$ cat src/sv/srts_ram.sv
`timescale 1ns / 1ps
// generic simple dual port ram, one write and one registered read port
// no dependencies

module srts_ram #(
   parameter int WIDTH = 8,
   parameter int DEPTH = 16
) (
   input  logic                     clock,
   input  logic                     wr_en,
   input  logic [$clog2(DEPTH)-1:0] wr_addr,
   input  logic [WIDTH-1:0]         wr_data,
   input  logic [$clog2(DEPTH)-1:0] rd_addr,
   output logic [WIDTH-1:0]         rd_data
);

   logic [WIDTH-1:0] mem_ff [DEPTH];
   logic [WIDTH-1:0] rd_data_ff;

   always_ff @(posedge clock) begin
      if (wr_en) begin
         mem_ff[wr_addr] <= wr_data;
      end
      rd_data_ff <= mem_ff[rd_addr];
   end

   assign rd_data = rd_data_ff;

endmodule

$ cat config.mk
export PLATFORM = sky130hd
export DESIGN_NAME = srts_ram
export DESIGN_NICKNAME = d
export VERILOG_FILES = /design/src/sv/srts_ram.sv
export SDC_FILE = /design/constraint.sdc
export NUM_CORES = 1
export LEC_CHECK = 0
export ABC_AREA = 0
export BUFFER_PORTS_ARGS = -buffer_cell sky130_fd_sc_hd__buf_2
export CORE_MARGIN = 5
export CORE_UTILIZATION = 55
export DETAILED_ROUTE_END_ITERATION = 6
export HOLD_SLACK_MARGIN = 0.12
export PLACE_DENSITY = 0.73
export SYNTH_ARGS = -nofsm -noshare
export SYNTH_HDL_FRONTEND = slang
export SYNTH_SLANG_ARGS = --single-unit
$ cat constraint.sdc
create_clock -name clock -period 2.8 [get_ports clock]
set_clock_uncertainty 0.05 [all_clocks]
set_input_delay 0.28 -clock clock [delete_from_list [all_inputs] [get_ports clock]]
set_output_delay 0.28 -clock clock [all_outputs]
set_load 0.03 [all_outputs]
Word level (Yosys, flattened, before mapping)
Memory sizes are Yosys's and may differ from the RTL's. A register that Yosys moved wholly into a read port is not among the register bits. Index checks and enable logic that the tools add are counted.

Register bits: 0. RAM bits: 128. Input port bits: 18. Memories: 1.

Multiplexer cells: 2.

Memory list: mem_ff (depth 16, bits a word 8, rd ports 1, clocked after Yosys merged registers in 1, write ports 1, RTL line 17) `logic [WIDTH-1:0] mem_ff [DEPTH];`.

Operators by type and width (count): $mux 1 (2).

Depth between registers and ports, before layout
Gate-level depths: netlist of run 1.

Depth after elaboration: 2. Depth in mapped cells: 5. Depth with buffers taken out: 3.

Worst setup path before layout of run 1
OpenSTA, ideal clock, no wires.

Path type: input-to-reg. Start: in wr_addr[2]. End: mem mem_ff[0][0] (enable). Library setup time: 383 ps. Arrival time: 1390 ps. Data required time: 2367 ps. Setup slack: 977 ps. Stages on the path: 2. Buffers on the path: 0. Cell sequence: or3b_2 > nor3_1.

RTL lines: start: declaration (RTL line 11) `input logic [$clog2(DEPTH)-1:0] wr_addr,`; end: declaration (RTL line 17).

No word-level cell before the write port.

==> impl_summary.txt, run 1 <==
----------------------------------------------------
[Placed design]
  Setup WS pre-CTS ... 0.754 ns
  DP HPWL ... 6280 um
  Input/output buffers ... 25
  Area after detailed placement ... 5450 um2
  Routability-driven placement congestion ratio ... 0.740

[Power]
  Standby leakage power ... 2.11 nW
  Power Total ... 4.86 mW
  P per Cell Area ... 789 nW/um2
  Maximum VDD drop ... 0.477 mV

[Synth]
  Instance count of the mapped netlist ... 229
  Net count after synthesis ... 247
  Total number of yosys warnings ... 0
  Synth Register Bits ... 136
  Share of the yosys chip area belonging to registers ... 77.8%
  Mean Syn Cell Area ... 22.5 um2
  Area of the mapped netlist ... 5150 um2
  Post-synthesis cell type count ... 19

[Setup path]
  Cells traversed along the worst timing path ... buf_2 > buf_12 > mux4_1 > a22oi_1 > nand2_1
  FF-to-FF End ... rd_data[4]$_DFF_P_
  Worst R2R Start ... mem_ff[9][4]$_DFFE_PP_
  Worst Path Class, Setup ... primary input to flop
  Data required time at the worst endpoint ... 3.14 ns
  Worst path arrival time ... 1.80 ns
  Biggest cell delay along the critical path ... 0.57 ns
  Highest fanout seen on the critical path ... 16
  CP max stage cell ... sky130_fd_sc_hd__mux4_1
  Setup crit end kind ... flop
  Worst Reg-to-Reg Cells ... 3
  Critical Path Start Type ... primary input
  Flop2flop setup slack ... 1.36 ns

[GRT]
  GRT Max-Usage Layer ... met2
  Via count of the first global-routing pass ... 2522
  Met1 usage ... 28.3%
  Met3 usage ... 5.24%
  GR Util All Layers ... 20.2%
  Wire length of the first global-routing pass ... 15800 um
  Largest net degree at the start of global routing ... 33
  Met2 Use GR ... 30.7%
  Number of antenna violations at the first check in global routing ... 0
  Overflow left after global routing ... 0

[Clock network]
  Worst-Skew Late Latency ... 0.52 ns
  Total number of H-tree levels ... 4
  Clock transition time at the flip-flop clock pins of the worst setup and hold paths ... 0.06 ns
  Post-CTS resize count ... 0
  Maximum clock path buffer count ... 2
  Hold Buf Count CTS ... 8
  Number of sinks handled by clock tree synthesis ... 136
  TritonCTS clock tree ... done
  Setup fix buffers added after clock tree synthesis ... 0
  Root buffer selected by CTS ... sky130_fd_sc_hd__clkbuf_8
  Total clock buffers created by CTS ... 17

[Detailed routing]
  Residual DRC count ... 0
  Overall via count from detail_route ... 2520
  Residual antenna-violating net count after detailed routing ... 0
  Number of optimization iterations in the first detailed-route pass ... 4
  Drt wl/cell ... 25.7 um
  Post-Route WL ... 10500 um
  Detailed Route Iter0 Violations ... 244
  Drt via density ... 6.15

[Die]
  Num rows ... 35
  Top-level I/O count ... 26
  Horiz. Die Dim ... 107 um
  Effective utilization at floorplan ... 56.0%
  Die Footprint ... 11400 um2
  Vertical die dimension ... 107 um
  Area of the placeable core ... 9200 um2

[Timing]
  Transition time of the tightest slew-check pin ... 0.857 ns
  Endpoints failing hold ... 0
  Slew Limit Headroom ... 42.8%
  Unrepaired setup endpoints after global routing ... no
  Setup tns final ... 0 ns
  Final period utilization ... 52.2%
  Final-report setup violation count ... 0
  Fmax ... 684 MHz
  Minimum period implied by the final worst setup slack ... 1.46 ns
  Minimum setup slack in the final design ... 1.34 ns
  Number of slew-limit violations in the final report ... 0

[Worst hold path]
  Endpoint of the worst hold-timing path ... mem_ff[4][6]$_DFFE_PP_
  Hold Path Depth ... 3
  Hold Startpoint ... wr_addr[0]
  Worst hold-check path type ... primary input to flop

[Cells and area]
  Area overhead of the layout relative to synthesis ... 19.6%
  Net total in the final layout ... 304
  Number of diodes added for antenna fixing ... 0
  Layout cell share with drive strength beyond 1 ... 29.4%
  Post-layout instance area ... 6160 um2

[Run]
  Max-Cap Viols ... 0

[Status]
  Result of the run ... finished, final reports clean

----------------------------------------------------
[sequential cells by signal, indices dropped and copies added, names as in the netlist]
register	count
mem_ff	128
rd_data	8
[synth_stat cells]
| library cell | instances | area share (%) |
|---|---|---|
| sky130_fd_sc_hd__mux4_2 | 18 | 7.9 |
| sky130_fd_sc_hd__and2_1 | 1 | 0.12 |
| sky130_fd_sc_hd__nand3_1 | 1 | 0.097 |
| sky130_fd_sc_hd__edfxtp_1 | 128 | 75 |
| sky130_fd_sc_hd__mux4_1 | 14 | 7.1 |
| sky130_fd_sc_hd__buf_6 | 3 | 0.66 |
| sky130_fd_sc_hd__nor2b_1 | 1 | 0.12 |
| sky130_fd_sc_hd__dfxtp_1 | 8 | 3.1 |
| sky130_fd_sc_hd__and2b_1 | 1 | 0.15 |
| sky130_fd_sc_hd__nor3_1 | 4 | 0.39 |
| sky130_fd_sc_hd__buf_2 | 3 | 0.29 |
| sky130_fd_sc_hd__a22oi_1 | 16 | 2.3 |
| sky130_fd_sc_hd__or3b_2 | 1 | 0.17 |
| sky130_fd_sc_hd__clkdlybuf4s25_2 | 3 | 0.58 |
| sky130_fd_sc_hd__nand2b_1 | 2 | 0.24 |
| sky130_fd_sc_hd__nor2_1 | 13 | 0.95 |
| sky130_fd_sc_hd__buf_4 | 1 | 0.15 |
| sky130_fd_sc_hd__nand2_1 | 9 | 0.66 |
| sky130_fd_sc_hd__nand3b_1 | 2 | 0.29 |
[layer usage]
| metal | part of all wire (%) | routed length, um |
|---|---|---|
| met3 | 5.8 | 611 |
| met2 | 49 | 5200 |
| met1 | 43 | 4550 |
| met4 | 1.5 | 162 |
| met5 | 0 | 0 |
[report_power, final]
part / total, mW / internal [mW] / switching [mW] / leakage, nW
registers: 2.30 / 2.28 / 0.0185 / 1.22
logic: 0.238 / 0.0957 / 0.143 / 0.588
clock network: 2.32 / 1.53 / 0.790 / 0.295
total: 4.86 / 3.91 / 0.951 / 2.11
[critical path: cells and delay by family]
family	cells	cell delay, ns
multiplexers	1	0.57
buffers and inverters	2	0.67
AO/OA/AOI/OAI	1	0.21
AND/OR/NAND/NOR	1	0.08
[how the worst max path moves through the flow]
stage / start / to / cells past startpoint / slack [ns]
2_1_floorplan: wr_addr[2] / mem_ff[0][0]$_DFFE_PP_ / 2 / 0.98
3_3_place_gp: rd_addr[0] / rd_data[2]$_DFF_P_ / 5 / 0.78
3_5_place_dp: rd_addr[0] / rd_data[1]$_DFF_P_ / 5 / 0.75
4_1_cts: rd_addr[0] / rd_data[1]$_DFF_P_ / 5 / 1.33
5_1_grt: rd_addr[0] / rd_data[3]$_DFF_P_ / 5 / 1.24
6_report: rd_addr[0] / rd_data[1]$_DFF_P_ / 5 / 1.34
[final cells by class]
type                       count  area [um2]
fill                         579        3040
timing repair buffer          48         330
clock inverter                12         200
clock buffer                  20         425
tap                          111         139
sequential                   136        4000
multi-input combinational     83        1060
[through the flow]
stage	cells	util [%]	hold slack (ns)
finish	410	66.9	0.277
global route	410	66.9	0.260
CTS	410	66.9	0.244
detailed placement	370	59.3	0.611
global placement	370	59.3	0.603
floorplan	229	-	0.329
[kinds of logic after synthesis]
| kind of cell | Yosys count | synth area share [%] |
|---|---|---|
| buffers and inverters | 10 | 1.68 |
| AOI/OAI and AO/OA | 16 | 2.33 |
| DFF | 136 | 77.8 |
| muxes | 32 | 15.0 |
| and+or+nand+nor | 35 | 3.18 |
[cell usage in the layout (no fill, tap or decap), drive strengths merged, types with 4 or more instances in the layout]
cell type	instances
a22oi	16
clkinv	4
mux4	32
bufinv	5
nor2	13
dfxtp	8
nand2	9
edfxtp	128
clkbuf	20
dlygate4sd3	8
nor3	4
buf	40
(Power assumes the default switching activity.)
==> run 2: changes to the inputs <==
--- a/config.mk
+++ b/config.mk
@@ -8,10 +8,10 @@
 export ABC_AREA = 0
 export BUFFER_PORTS_ARGS = -buffer_cell sky130_fd_sc_hd__buf_2
 export CORE_MARGIN = 5
-export CORE_UTILIZATION = 55
+export CORE_UTILIZATION = 54
 export DETAILED_ROUTE_END_ITERATION = 6
 export HOLD_SLACK_MARGIN = 0.12
-export PLACE_DENSITY = 0.73
+export PLACE_DENSITY = 0.74
 export SYNTH_ARGS = -nofsm -noshare
 export SYNTH_HDL_FRONTEND = slang
 export SYNTH_SLANG_ARGS = --single-unit
==> constraint.sdc (replaced) <==
create_clock -name clock -period 1.2 [get_ports clock]
set_clock_uncertainty 0.05 [all_clocks]
set_input_delay 0.12 -clock clock [delete_from_list [all_inputs] [get_ports clock]]
set_output_delay 0.12 -clock clock [all_outputs]
set_load 0.03 [all_outputs]
==> run 2 against run 1 <==
The run now ends with setup timing left. Hold slack got worse by 0.12 ns. Combinational power increased to 2.8 times the previous value. Die area increased by 1.7%. Sequential cell count unchanged. Register-to-register slack got worse by 1.5 ns. Critical path depth decreased by 2. Setup slack got worse by 1.4 ns. Clock-buffer cell count unchanged. Critical path type is now flop to flop.
==> impl_summary.txt, run 2 (synthesis gave the netlist of run 1 again) <==
----------------------------------------------------
[Status]
  Result of the run ... finished with violations
  Violations in the final reports ... setup timing

[Setup path]
  Worst Path Class, Setup ... flop to flop
  Worst path arrival time ... 1.65 ns
  Cells traversed along the worst timing path ... mux4_2 > a22oi_2 > nand2_1
  Highest fanout seen on the critical path ... 1
  Critical Path Start Type ... flop
  Flop2flop setup slack ... -0.11 ns
  CP max stage cell ... sky130_fd_sc_hd__mux4_2
  Data required time at the worst endpoint ... 1.54 ns
  Setup crit end kind ... flop
  Biggest cell delay along the critical path ... 0.49 ns

[Cells and area]
  Filler-free cell count of the finished design ... 446
  Number of diodes added for antenna fixing ... 0
  Net total in the final layout ... 322
  Commonest cells after routing, fill and taps aside ... sky130_fd_sc_hd__edfxtp_1, sky130_fd_sc_hd__mux4_2, sky130_fd_sc_hd__buf_4
  Layout cell share with drive strength beyond 1 ... 43.5%
  Area overhead of the layout relative to synthesis ... 24.1%
  Most common cell after layout, fill and taps aside ... sky130_fd_sc_hd__edfxtp_1
  Fill cells ... 574
  Largest Register ... mem_ff
  Largest register FFs ... 128

[Power]
  Standby leakage power ... 2.17 nW
  P per Cell Area ... 1700 nW/um2
  Maximum VDD drop ... 1.00 mV

[Clock network]
  Root buffer selected by CTS ... sky130_fd_sc_hd__clkbuf_8
  Clock transition time at the flip-flop clock pins of the worst setup and hold paths ... 0.06 ns
  Total clock buffers created by CTS ... 17
  Total number of H-tree levels ... 4
  Number of sinks handled by clock tree synthesis ... 136
  Maximum clock path buffer count ... 2
  Worst-Skew Late Latency ... 0.51 ns
  Setup fix buffers added after clock tree synthesis ... 0
  TritonCTS clock tree ... done

[Timing]
  Unrepaired setup endpoints after global routing ... yes
  Minimum period implied by the final worst setup slack ... 1.31 ns
  Fmax ... 766 MHz
  Transition time of the tightest slew-check pin ... 0.802 ns
  Minimum setup slack in the final design ... -0.106 ns
  Final period utilization ... 109%
  Final-report setup violation count ... 8
  Endpoints failing hold ... 0
  Slew Limit Headroom ... 46.4%
  Number of slew-limit violations in the final report ... 0

[Die]
  Effective utilization at floorplan ... 55.4%
  Num rows ... 35
  Horiz. Die Dim ... 108 um
  Die Footprint ... 11600 um2
  Area of the placeable core ... 9280 um2
  Vertical die dimension ... 108 um
  Top-level I/O count ... 26

[Detailed routing]
  Residual antenna-violating net count after detailed routing ... 0
  Drt wl/cell ... 21.6 um
  Number of optimization iterations in the first detailed-route pass ... 4
  Total routed wire length on the met1 layer ... 4240 um
  Post-Route WL ... 9640 um
  Drt via density ... 5.56
  Top metal layer carrying routed signals ... met4
  Residual DRC count ... 0
  Total length of routed met2 wires ... 4890 um
  Overall via count from detail_route ... 2478
  Detailed Route Iter0 Violations ... 154
  Routed length on met3 ... 405 um

[Run]
  Max-Cap Viols ... 0

[GRT]
  GR Util All Layers ... 18.6%
  Number of antenna violations at the first check in global routing ... 0
  Overflow left after global routing ... 0
  Wire length of the first global-routing pass ... 15100 um
  Via count of the first global-routing pass ... 2657
  Largest net degree at the start of global routing ... 19

[Placed design]
  Setup WS pre-CTS ... -0.373 ns
  Routability-driven placement congestion ratio ... 0.760
  DP HPWL ... 6110 um
  Placed instance count ... 406
  Input/output buffers ... 25

[Worst hold path]
  Worst hold-check path type ... primary input to flop

----------------------------------------------------
==> run 2: path summary, 6_finish.rpt <==
kind	from	end	cells past startpoint
min reg2reg	mem_ff[14][7]$_DFFE_PP_	rd_data[7]$_DFF_P_	3
max	mem_ff[7][2]$_DFFE_PP_	rd_data[2]$_DFF_P_	3
max reg2reg	mem_ff[7][2]$_DFFE_PP_	rd_data[2]$_DFF_P_	3
min	wr_addr[1]	mem_ff[8][3]$_DFFE_PP_	3
==> run 2: where the power goes <==
group	switching [mW]	internal [mW]
logic	0.364	0.307
clock network	1.85	3.00
registers	0.0321	5.31
total	2.25	8.62
==> run 2: what timing repair did <==
| action | CTS | global route |
|---|---|---|
| endpoints found under the hold margin | 128 | 0 |
| hold buffers | 8 | 0 |
| gates resized for setup | 16 | 10 |
| pin swaps | 3 | 2 |
| endpoints found under the setup margin | 11 | 15 |
==> run 2: layer usage <==
layer	global-route usage [%]	vias up
li1	-	1109
met1	25.3	1296
met2	29.4	64
met3	5.04	9
met4	5.86	0
met5	0	-
==> run 2: layout make-up <==
type | instances | area, um2 | share of cell area, %
sequential | 136 | 4010 | 62.7
multi-input combinational | 83 | 1090 | 17.1
timing repair buffer | 66 | 569 | 8.91
clock buffer | 20 | 435 | 6.81
tap | 129 | 161 | 2.53
clock inverter | 12 | 128 | 2.00
==> run 2: worst max-delay path, delay by kind of cell (launching register included) <==
kind,cells,cell delay [ns]
AOI/OAI and AO/OA,1,0.19
DFF,1,0.38
muxes,1,0.49
and+or+nand+nor,1,0.08
==> run 2: metrics by stage <==
| stage | total power [mW] | hold slack [ns] | utilization, % | instance area, um2 | TNS, ns |
|---|---|---|---|---|---|
| 6_report | 10.9 | 0.156 | 68.8 | 6390 | -0.702 |
| 5_1_grt | 11.2 | 0.149 | 68.8 | 6390 | -1.08 |
| 4_1_cts | 10.9 | 0.139 | 68.7 | 6370 | -0.695 |
| 3_5_place_dp | 6.05 | 0.464 | 61.2 | 5680 | -14.20 |
| 3_3_place_gp | 6.03 | 0.446 | 61.2 | 5680 | -11.03 |
| 2_1_floorplan | 5.79 | 0.169 | - | 5180 | -0.850 |
